--- src/range_set_membership_table_top_defines.svh ---
// ----------------------------------------------------------------------------
// range set membership table: assertion macros
// checks are compiled in unless SYNTH is defined
// ----------------------------------------------------------------------------
`ifndef RANGE_SET_MEMBERSHIP_TABLE_TOP_DEFINES_SVH
`define RANGE_SET_MEMBERSHIP_TABLE_TOP_DEFINES_SVH

`ifndef SYNTH
// same-cycle implication, sampled on clk, off during reset
`define RSMT_ASSERT_IMPL(label, ante, cons, msg) \
	label: assert property (@(posedge clk) disable iff (!arst_n) (ante) |-> (cons)) \
		else $error(msg);
// next-cycle implication, sampled on clk, off during reset
`define RSMT_ASSERT_NEXT(label, ante, cons, msg) \
	label: assert property (@(posedge clk) disable iff (!arst_n) (ante) |=> (cons)) \
		else $error(msg);
`else
`define RSMT_ASSERT_IMPL(label, ante, cons, msg)
`define RSMT_ASSERT_NEXT(label, ante, cons, msg)
`endif

`endif

--- src/rsmt_pkg.sv ---
// ----------------------------------------------------------------------------
// rsmt_pkg
// shared types, request codes and the fixed exclusion ranges
// ----------------------------------------------------------------------------
package rsmt_pkg;

	localparam int CP_W           = 21;
	localparam int USED_W         = 7;
	localparam int MAX_RANGES_DEF = 64;

	// request kinds carried in tuser
	localparam logic [1:0] REQ_QUERY = 2'd0;
	localparam logic [1:0] REQ_INCL  = 2'd1;
	localparam logic [1:0] REQ_EXCL  = 2'd2;
	localparam logic [1:0] REQ_UNI   = 2'd3;

	// surrogates, private use area, supplementary private use a and b
	localparam logic [CP_W-1:0] EXCL_LO [4] = '{21'h00D800, 21'h00E000, 21'h0F0000, 21'h100000};
	localparam logic [CP_W-1:0] EXCL_HI [4] = '{21'h00DFFF, 21'h00F8FF, 21'h0FFFFF, 21'h10FFFF};

	typedef struct packed {
		logic [CP_W-1:0] lo;
		logic [CP_W-1:0] hi;
		logic            inc;
	} entry_t;

	typedef struct packed {
		logic clear;
		logic valid;
	} acc_ctl_t;

endpackage

--- src/rsmt_mem.sv ---
// ----------------------------------------------------------------------------
// rsmt_mem
// range entry storage, one write port and one registered read port
// ----------------------------------------------------------------------------
module rsmt_mem #(
	parameter int MAX_RANGES = rsmt_pkg::MAX_RANGES_DEF,
	parameter int ADDR_W     = (MAX_RANGES > 1) ? $clog2(MAX_RANGES) : 1
) (
	input  logic                 clk,
	input  logic                 wr_en,
	input  logic [ADDR_W-1:0]    wr_addr,
	input  rsmt_pkg::entry_t     wr_data,
	input  logic                 rd_en,
	input  logic [ADDR_W-1:0]    rd_addr,
	output rsmt_pkg::entry_t     rd_data
);
	import rsmt_pkg::*;

	entry_t mem_q [MAX_RANGES];
	entry_t rd_data_q;

	// write port
	always_ff @(posedge clk) begin
		if (wr_en) begin
			mem_q[wr_addr] <= wr_data;
		end
	end

	// registered read port
	always_ff @(posedge clk) begin
		if (rd_en) begin
			rd_data_q <= mem_q[rd_addr];
		end
	end

	assign rd_data = rd_data_q;

endmodule

--- src/rsmt_acc.sv ---
// ----------------------------------------------------------------------------
// rsmt_acc
// shared range compare and weight accumulator, one entry per cycle
// ----------------------------------------------------------------------------
module rsmt_acc #(
	parameter int MAX_RANGES = rsmt_pkg::MAX_RANGES_DEF
) (
	input  logic                      clk,
	input  logic                      arst_n,
	input  rsmt_pkg::acc_ctl_t        ctl,
	input  logic [rsmt_pkg::CP_W-1:0] cp,
	input  rsmt_pkg::entry_t          entry,
	output logic                      member
);
	import rsmt_pkg::*;

	localparam int SUM_W = $clog2(MAX_RANGES + 1) + 1;

	logic [SUM_W-1:0] sum_q;
	logic             hit;
	logic [SUM_W-1:0] step;

	// inclusive range compare
	assign hit  = (cp >= entry.lo) && (cp <= entry.hi);
	assign step = entry.inc ? SUM_W'(1) : {SUM_W{1'b1}};

	// two's complement weight sum
	always_ff @(posedge clk or negedge arst_n) begin
		if (!arst_n) begin
			sum_q <= '0;
		end else if (ctl.clear) begin
			sum_q <= '0;
		end else if (ctl.valid && hit) begin
			sum_q <= sum_q + step;
		end
	end

	// positive means member
	assign member = !sum_q[SUM_W-1] && (sum_q != '0);

endmodule

--- src/range_set_membership_table_top.sv ---
// ----------------------------------------------------------------------------
// range_set_membership_table_top
// ordered table of include and exclude code point ranges with queries
// ----------------------------------------------------------------------------
// Requests enter on the s_ stream group, one word per request, with the
// request kind in s_tuser (0 query, 1 include, 2 exclude, 3 unicode
// exclusions). Each request gives exactly one result word on the m_ group.
// An include or exclude is written to the table as it is accepted, the
// unicode exclusions append the four fixed exclusion ranges in turn, and
// a query walks every stored entry through one shared compare unit, one
// memory read per cycle, then a drain state, before the result goes to the
// output register. s_tready is high only while the sequencer is idle, so
// one request is in work at a time, and the next one is taken once the
// result is handed on.
// Results land in an output register; the next request is taken while a
// result waits there, and if the receiver stalls, a finished result is held
// in the sequencer until the output register is free.
// Reset clears the entry count and the control state; table contents are
// not cleared, since entries at or above the count are never read.
// ----------------------------------------------------------------------------
module range_set_membership_table_top #(
	parameter int MAX_RANGES = rsmt_pkg::MAX_RANGES_DEF
) (
	input  logic        clk,
	input  logic        arst_n,
	input  logic        s_tvalid,
	output logic        s_tready,
	// range_start [20:0], range_end [41:21], code_point [62:42], zero pad
	input  logic [63:0] s_tdata,
	// req_type [1:0]
	input  logic [1:0]  s_tuser,
	output logic        m_tvalid,
	input  logic        m_tready,
	// is_member [0], append_dropped [1], entries_used [8:2], zero pad
	output logic [15:0] m_tdata
);
	import rsmt_pkg::*;

	`include "range_set_membership_table_top_defines.svh"

	localparam int CNT_W  = $clog2(MAX_RANGES + 1);
	localparam int ADDR_W = (MAX_RANGES > 1) ? $clog2(MAX_RANGES) : 1;
	localparam logic [CNT_W-1:0] MAX_CNT = CNT_W'(MAX_RANGES);

	localparam logic [2:0] ST_IDLE   = 3'd0;
	localparam logic [2:0] ST_QUERY  = 3'd1;
	localparam logic [2:0] ST_DRAIN  = 3'd2;
	localparam logic [2:0] ST_EXCL   = 3'd3;
	localparam logic [2:0] ST_FINISH = 3'd4;

	logic [2:0]       state_q;
	logic [CNT_W-1:0] count_q;
	logic [CNT_W-1:0] idx_q;
	logic [1:0]       k_q;
	logic [CP_W-1:0]  cp_q;
	logic             drop_q;
	logic             member_q;
	logic             vld_s1;
	logic             m_tvalid_q;
	logic [15:0]      m_tdata_q;

	logic [1:0]       s_req;
	logic [CP_W-1:0]  s_lo;
	logic [CP_W-1:0]  s_hi;
	logic [CP_W-1:0]  s_cp;
	logic             accept;
	logic             has_room;
	logic             out_free;
	logic             wr_en;
	entry_t           wr_data;
	logic             rd_en;
	entry_t           rd_data;
	acc_ctl_t         acc_ctl;
	logic             acc_member;
	logic [CNT_W+USED_W-1:0] used_ext;

	// unpack the request word
	assign s_req = s_tuser;
	assign s_lo  = s_tdata[CP_W-1:0];
	assign s_hi  = s_tdata[2*CP_W-1:CP_W];
	assign s_cp  = s_tdata[3*CP_W-1:2*CP_W];

	assign s_tready = (state_q == ST_IDLE);
	assign accept   = s_tvalid && s_tready;
	assign has_room = (count_q < MAX_CNT);
	assign out_free = !m_tvalid_q || m_tready;

	// table write and read control
	always_comb begin
		wr_en   = 1'b0;
		wr_data = '{lo: s_lo, hi: s_hi, inc: (s_req == REQ_INCL)};
		if (state_q == ST_EXCL) begin
			wr_en   = has_room;
			wr_data = '{lo: EXCL_LO[k_q], hi: EXCL_HI[k_q], inc: 1'b0};
		end else if (accept && (s_req inside {REQ_INCL, REQ_EXCL})) begin
			wr_en = has_room;
		end
	end

	assign rd_en = (state_q == ST_QUERY) && (idx_q != count_q);

	assign acc_ctl = '{clear: accept && (s_req == REQ_QUERY), valid: vld_s1};

	rsmt_mem #(
		.MAX_RANGES(MAX_RANGES),
		.ADDR_W    (ADDR_W)
	) u_mem (
		.clk    (clk),
		.wr_en  (wr_en),
		.wr_addr(count_q[ADDR_W-1:0]),
		.wr_data(wr_data),
		.rd_en  (rd_en),
		.rd_addr(idx_q[ADDR_W-1:0]),
		.rd_data(rd_data)
	);

	rsmt_acc #(
		.MAX_RANGES(MAX_RANGES)
	) u_acc (
		.clk   (clk),
		.arst_n(arst_n),
		.ctl   (acc_ctl),
		.cp    (cp_q),
		.entry (rd_data),
		.member(acc_member)
	);

	// read data is valid in the cycle after the read
	always_ff @(posedge clk or negedge arst_n) begin
		if (!arst_n) begin
			vld_s1 <= 1'b0;
		end else begin
			vld_s1 <= rd_en;
		end
	end

	// entry count
	always_ff @(posedge clk or negedge arst_n) begin
		if (!arst_n) begin
			count_q <= '0;
		end else if (wr_en) begin
			count_q <= count_q + CNT_W'(1);
		end
	end

	// request payload, held for the request in work
	always_ff @(posedge clk) begin
		if (accept) begin
			cp_q <= s_cp;
		end
	end

	// sequencer
	always_ff @(posedge clk or negedge arst_n) begin
		if (!arst_n) begin
			state_q  <= ST_IDLE;
			idx_q    <= '0;
			k_q      <= '0;
			drop_q   <= 1'b0;
			member_q <= 1'b0;
		end else begin
			case (state_q)
				ST_IDLE: begin
					if (accept) begin
						member_q <= 1'b0;
						drop_q   <= 1'b0;
						idx_q    <= '0;
						k_q      <= '0;
						case (s_req)
							REQ_QUERY: state_q <= ST_QUERY;
							REQ_UNI:   state_q <= ST_EXCL;
							default: begin
								drop_q  <= !has_room;
								state_q <= ST_FINISH;
							end
						endcase
					end
				end
				ST_QUERY: begin
					if (idx_q != count_q) begin
						idx_q <= idx_q + CNT_W'(1);
					end else begin
						state_q <= ST_DRAIN;
					end
				end
				ST_DRAIN: begin
					member_q <= acc_member;
					state_q  <= ST_FINISH;
				end
				ST_EXCL: begin
					if (!has_room) begin
						drop_q <= 1'b1;
					end
					k_q <= k_q + 2'd1;
					if (k_q == 2'd3) begin
						state_q <= ST_FINISH;
					end
				end
				ST_FINISH: begin
					if (out_free) begin
						state_q <= ST_IDLE;
					end
				end
				default: state_q <= ST_IDLE;
			endcase
		end
	end

	// low bits of the count, zero extended for small tables
	assign used_ext = {{USED_W{1'b0}}, count_q};

	// output register
	always_ff @(posedge clk or negedge arst_n) begin
		if (!arst_n) begin
			m_tvalid_q <= 1'b0;
		end else if (state_q == ST_FINISH && out_free) begin
			m_tvalid_q <= 1'b1;
		end else if (m_tready) begin
			m_tvalid_q <= 1'b0;
		end
	end

	always_ff @(posedge clk) begin
		if (state_q == ST_FINISH && out_free) begin
			m_tdata_q <= {7'd0, used_ext[USED_W-1:0], drop_q, member_q};
		end
	end

	assign m_tvalid = m_tvalid_q;
	assign m_tdata  = m_tdata_q;

	// checks
	`RSMT_ASSERT_IMPL(a_count_max, 1'b1, count_q <= MAX_CNT, "entry count above table depth")
	`RSMT_ASSERT_IMPL(a_rd_in_query, vld_s1, state_q == ST_QUERY, "read data outside a query walk")
	`RSMT_ASSERT_NEXT(a_query_no_write, state_q == ST_QUERY, $stable(count_q), "table written")

endmodule
--- config.mk ---
export PLATFORM = sky130hd
export DESIGN_NAME = range_set_membership_table_top
export DESIGN_NICKNAME = d
export VERILOG_FILES = /design/src/rsmt_pkg.sv /design/src/rsmt_mem.sv /design/src/rsmt_acc.sv /design/src/range_set_membership_table_top.sv
export VERILOG_INCLUDE_DIRS = /design/src /design/src/src
export SDC_FILE = /design/constraint.sdc
export NUM_CORES = 2
export LEC_CHECK = 0
export BUFFER_PORTS_ARGS = -buffer_cell sky130_fd_sc_hd__buf_2
export CAP_MARGIN = 20
export CORE_MARGIN = 5
export CORE_UTILIZATION = 27
export CTS_CLUSTER_SIZE = 40
export DETAILED_ROUTE_END_ITERATION = 10
export SYNTH_ARGS = -nofsm -noshare
export SYNTH_HDL_FRONTEND = slang
export SYNTH_SLANG_ARGS = --single-unit
export TNS_END_PERCENT = 50
--- constraint.sdc ---
create_clock -name clk -period 6.11 [get_ports clk]
set_clock_uncertainty 0.1 [all_clocks]
set_input_delay 1.222 -clock clk [delete_from_list [all_inputs] [get_ports clk]]
set_output_delay 1.222 -clock clk [all_outputs]
set_load 0.02 [all_outputs]
== After elaboration in Yosys (flattened, before gate mapping) ==
Memories as Yosys holds them, arrays and structs flattened. A register that Yosys moved wholly into a read port is not among the register bits.
Index checks and enable logic that the tools add are counted.

* $add $sub $neg: 4
* Bitwise logic cells: 1
* Eq/ne operators: 15
* Mux-type cells: 33
* Reductions and logical operators: 27
* Order comparisons: 4

{| class="wikitable"
|+ Operator list
! operator !! count
|-
| binary-select mux 21 bit (select 2 bit) || 2
|-
| two-way mux 21 bit || 4
|-
| two-way mux 43 bit || 1
|-
| two-way mux 8 bit || 3
|-
| >= comparator 21 bit || 1
|-
| <= comparator 21 bit || 1
|-
| one-hot mux 3 bit (5 select lines) || 1
|-
| adder 7 x 1 -> 7 bit, second input constant || 2
|-
| two-way mux 7 bit || 2
|-
| one-hot mux 7 bit (2 select lines) || 1
|-
| two-way mux 3 bit || 4
|-
| nonzero test 2 bit || 6
|-
| two-way mux 1 bit || 10
|-
| adder 8 bit || 1
|-
| logical AND 1 bit || 8
|-
| nonzero test 8 bit || 1
|-
| less-than comparator 7 bit, second input constant || 1
|-
| inequality test 7 bit || 1
|-
| equality test 2 bit, second input constant || 3
|-
| equality test 3 x 2 -> 1 bit, second input constant || 2
|-
| inequality test 2 x 1 -> 1 bit, second input constant || 3
|-
| inequality test 2 bit, second input constant || 3
|-
| one-hot mux 3 bit (2 select lines) || 1
|-
| AND reduction 3 bit || 2
|-
| 16 further kinds || 20
|}

* Bits in writable memories: 2,752
* Word-level logic and storage cells: 96
* Register bits: 61
* Memories kept: 1

{| class="wikitable"
|+ Memory list
! memory !! depth !! bits a word !! read ports !! clocked after Yosys merged registers in !! wr ports !! line !! RTL
|-
| u_mem.mem_q || 64 || 43 || 1 || 1 || 1 || rsmt_mem.sv:19 || <nowiki>entry_t mem_q [MAX_RANGES];</nowiki>
|}

== Longest topological paths before layout ==
* Depth in word-level cells: 7
* Gate-level depth with buffers: 10
* Gate-level depth less buffers: 10

== Modules after synthesis ==
A second synthesis with hierarchy kept.

* Cells, all modules: 4,909
* Area, all modules: 110,176.9 um^2

{| class="wikitable"
|+ By module, submodules not included
! module !! times used !! area each (um^2) !! cells each !! seq. area each (um^2)
|-
| rsmt_mem || 1 || 105,824.0 || 4,444 || 83,930.5
|-
| range_set_membership_table_top || 1 || 2,726.4 || 252 || 1,476.4
|-
| rsmt_acc || 1 || 1,626.6 || 213 || 200.2
|}

== Worst setup path before layout ==
Ideal clock, no wire load.

* Kind: in2reg
* Start: input s_tuser[1]
* End: memory u_mem.mem_q[62][0] (netlist name) (enable)
* Required time: 5.566 ns
* Buffers on the path: 0
* Setup slack: 1.013 ns
* Data arrival time: 4.553 ns
* Cell stages on the path: 7
* Setup time: 0.444 ns
* Cells stage by stage: inv_1 ha_1 nand3_1 a211oi_1 nor2b_1 nand3_1 nor2_1

* Word-level cells in the longest chain between the ends: 7
* Elaborated cells on any way between the ends: 8

{| class="wikitable"
|+ Ends and longest elaborated chain
! item !! line !! RTL
|-
| start: declaration || range_set_membership_table_top.sv:31 || <nowiki>input logic [1:0] s_tuser,</nowiki>
|-
| equality test 2 x 1 -> 1 bit or equality test 2 bit (tied branches) || range_set_membership_table_top.sv:95 || <nowiki>end else if (accept && (s_req inside {REQ_INCL, REQ_EXCL})) begin</nowiki>
|-
| nonzero test 2 bit * || range_set_membership_table_top.sv:95 ||
|-
| logical AND 1 bit * || range_set_membership_table_top.sv:95 ||
|-
| two-way mux 1 bit * || range_set_membership_table_top.sv:95 ||
|-
| two-way mux 1 bit * || range_set_membership_table_top.sv:92 || <nowiki>if (state_q == ST_EXCL) begin</nowiki>
|-
| two-way mux 1 bit * || rsmt_mem.sv:24 || <nowiki>if (wr_en) begin</nowiki>
|-
| two-way mux 1 bit (implied by the code) * || rsmt_mem.sv:25 || <nowiki>mem_q[wr_addr] <= wr_data;</nowiki>
|-
| end: declaration || rsmt_mem.sv:19 ||
|}

Mark *: on every way between the ends. The rest lies on a longest branch, timed or not.

== Worst setup path after layout ==
* Start: input s_tuser[1]
* End: memory u_mem.mem_q[11][35] (netlist name) (enable)

Same word-level chain as after synthesis.

==> out/metrics.yaml <==
status: "finished clean"
crit_end: "u_mem.mem_q[11][35]$_DFFE_PP_"
wire_per_inst_um: 26.5
syn_to_final_growth_pct: 16.4
routed_wl_um: 277000
peakVddDrop_v: 0.000282
setup_violations: 0
power.density_mw_per_mm2: 402
worstSetupEndpointType: "register"
hold_violations: 0
syn_inst: 4438
synthMuxAreaShare_pct: 18.6
coreArea_mm2: 0.406
cap_violations: 0
min_path_type: "register to register"
synth_top_family_by_area: "multiplexers"
final_cell_mix: "edfxtp_1, mux4_2, clkbuf_16, buf_4, buf_2"
fillers: 38100
portBuffers: 79
synth_compound_area_share_pct: 0.390
path_class: "input pin to register"
vias: 49900
synthTopCellsByArea: "edfxtp_1, mux4_2, dfrtp_1, ha_1, clkbuf_1"
cts.sink_count: 2856
rows: 234
grt_pass1_wl_um: 391000
gr-total-overflow: 0
final-max-slew-violation-count: 0
p_leak_nw: 38.1
synth-main-ff-cell: "edfxtp_1"
cts.htree.levels: 5
cts.path.max_buffers: 4
synth_edf_count: 2825
postSynthAreaPerCell_um2: 24.7
grt_antenna_before_repair: 23
cts_tree: "done"
layout-drive-gt1-share_pct: 33.8
place_congestion: 0.794
tightest_slew_ns: 1.15
antenna_left: 0
die_h_um: 647
setup_tns_ns: 0
min_period_ns: 4.17
synthSimpleGateAreaFrac_pct: 1.00
post_cts.repair.setup_buffers: 0
grt_use_total_pct: 12.9
reg2reg_depth: 4
rsz0062_at_grt: "no"
synth_seq_cells: 2856
dp_hpwl_um: 158000
dp_worst_setup_slack_ns: 1.12
first_global_vias: 50600
hold_buffers: 0
fmax_mhz: 240
crit_required_ns: 6.50
seqCellArea_mm2: 0.0856
path_max_fanout: 32
die_w_um: 647
startpoint_type: "input pin"
cts-root-buf: "clkbuf_16"
synth_largest_area_cell: "edfxtp_1"
crit-reg2reg-launch: "idx_q[0]$_DFFE_PN0P_"
synth_area_mm2: 0.110
ys_types: 48
synth_warnings: 0
async_flop_share_pct: 1.09
period_share_pct: 68.3
drc: 0
synth_fa_ha_area_share_pct: 0.691
boundaryPins: 88
r2r_end: "u_mem.rd_data[23]$_DFFE_PP_"
final_common_cell: "edfxtp_1"
arrival_ns: 4.56
nets: 4929
cts_resized: 0
cp-startpoint: "s_tuser[1]"
grt_max_degree: 90
rrSetupSlack_ns: 2.27
insertion_delay_ns: 0.86
drtPass1Iterations: 8
slew_headroom_pct: 23.2
avgViaCountPerCell: 4.77
netlist.area_leader.share_pct: 77.3
multi_input_area_mm2: 0.0235
first_iter_violations: 6171
ys_seq_area_share_pct: 78.0
dieArea_mm2: 0.419
fin_ws_ns: 1.94
start_util_pct: 27.1
cts_buffers: 289
clkSlewWorstSetupHoldPaths_ns: 0.06
synth_xor_area_share_pct: 0.176
-- flip-flops by register name (all words and copies together) (netlist names) --
register	count
vld_s1	1
state_q	3
member_q	1
m_tvalid	1
k_q	2
cp_q	21
u_acc.sum_q	8
m_tdata	9
count_q	7
drop_q	1
idx_q	7
u_mem.mem_q	2752
u_mem.rd_data	43
-- power breakdown --
group / internal (mW) / switching, mW / total, mW / leakage [nW]
sequential: 22.7 / 0.468 / 23.1 / 25.8
combinational: 5.35 / 6.12 / 11.5 / 8.03
clock: 9.50 / 7.21 / 16.7 / 4.29
-- logic make-up after synthesis --
| family | count (synthesis) |
|---|---|
| buffers and inverters | 277 |
| adders and majority gates | 60 |
| DFF | 2856 |
| xor gates and xnor gates | 22 |
| other | 1 |
| AOI/OAI and AO/OA | 69 |
| and+or+nand+nor | 242 |
| muxes | 911 |
-- area by class of cell --
cell class / count / area share, %
clock inverter: 137 / 0.824
tap: 5428 / 5.32
timing repair buffer: 292 / 2.15
sequential: 2856 / 67.1
inverter: 49 / 0.144
clock buffer: 362 / 6.04
antenna: 19 / 0.0372
multi-input combinational: 1311 / 18.4
-- routing by layer --
| metal | vias to the layer above | track usage, % | share of wire, % |
|---|---|---|---|
| li1 | 19900 | - | - |
| met1 | 27600 | 17.7 | 41 |
| met2 | 1986 | 21.3 | 49 |
| met3 | 412 | 2.18 | 6.8 |
| met4 | 2 | 3.20 | 2.7 |
| met5 | - | 0 | 0.0047 |
-- Yosys cell counts (2+ instances only) --
cell	count
mux4_2	903
a211oi_1	3
ha_1	59
mux2i_1	6
o21ai_0	23
or3b_2	2
nor3_1	7
dfrtp_1	31
nand3b_1	3
and3_1	3
clkbuf_1	119
nor2_1	91
or3_1	8
nand3_1	10
buf_4	10
nand2b_1	15
buf_2	73
a21o_1	12
buf_6	2
edfxtp_1	2825
xnor2_1	13
inv_1	48
buf_1	24
a2111oi_0	2
mux2_2	2
or2_2	2
a21oi_1	20
and2_1	13
nand4_1	7
xor2_1	9
nor2b_1	5
nand2_1	72
-- how the worst min path moves through the flow --
| stage | slack [ns] | to | start | cells past startpoint |
|---|---|---|---|---|
| floorplan | 0.32 | m_tdata[4]$_DFFE_PP_ | count_q[2]$_DFFE_PN0P_ | 0 |
| global placement | 0.34 | m_tdata[1]$_DFFE_PP_ | drop_q$_DFFE_PN0P_ | 0 |
| detailed placement | 0.35 | m_tdata[1]$_DFFE_PP_ | drop_q$_DFFE_PN0P_ | 0 |
| CTS | 0.37 | m_tdata[0]$_DFFE_PP_ | member_q$_DFFE_PN0P_ | 0 |
| global route | 0.39 | m_tdata[0]$_DFFE_PP_ | member_q$_DFFE_PN0P_ | 0 |
| finish | 0.37 | m_tdata[0]$_DFFE_PP_ | member_q$_DFFE_PN0P_ | 0 |
-- metrics by stage --
step                hold WS [ns]  instances  total power [mW]  util [%]  area, um2
floorplan                  0.323       4444              31.3         -     110000
global placement           0.342       9925              35.1      29.3     119000
detailed placement         0.350       9927              35.2      29.3     119000
CTS                        0.367      10400              51.9      31.4     127000
global route               0.386      10400              53.3      31.5     128000
finish                     0.367      10500              51.3      31.5     128000
-- critical path, stage by stage --
cell and delay [ns]:
buf_2 0.22, inv_1 0.12, ha_1 0.39, nand3_1 0.10, a211oi_1 0.41, buf_4 0.26, and2_1 0.22, nand2_1 0.50
nor2_4 0.68, buf_12 0.37
(Power assumes the default switching activity.)
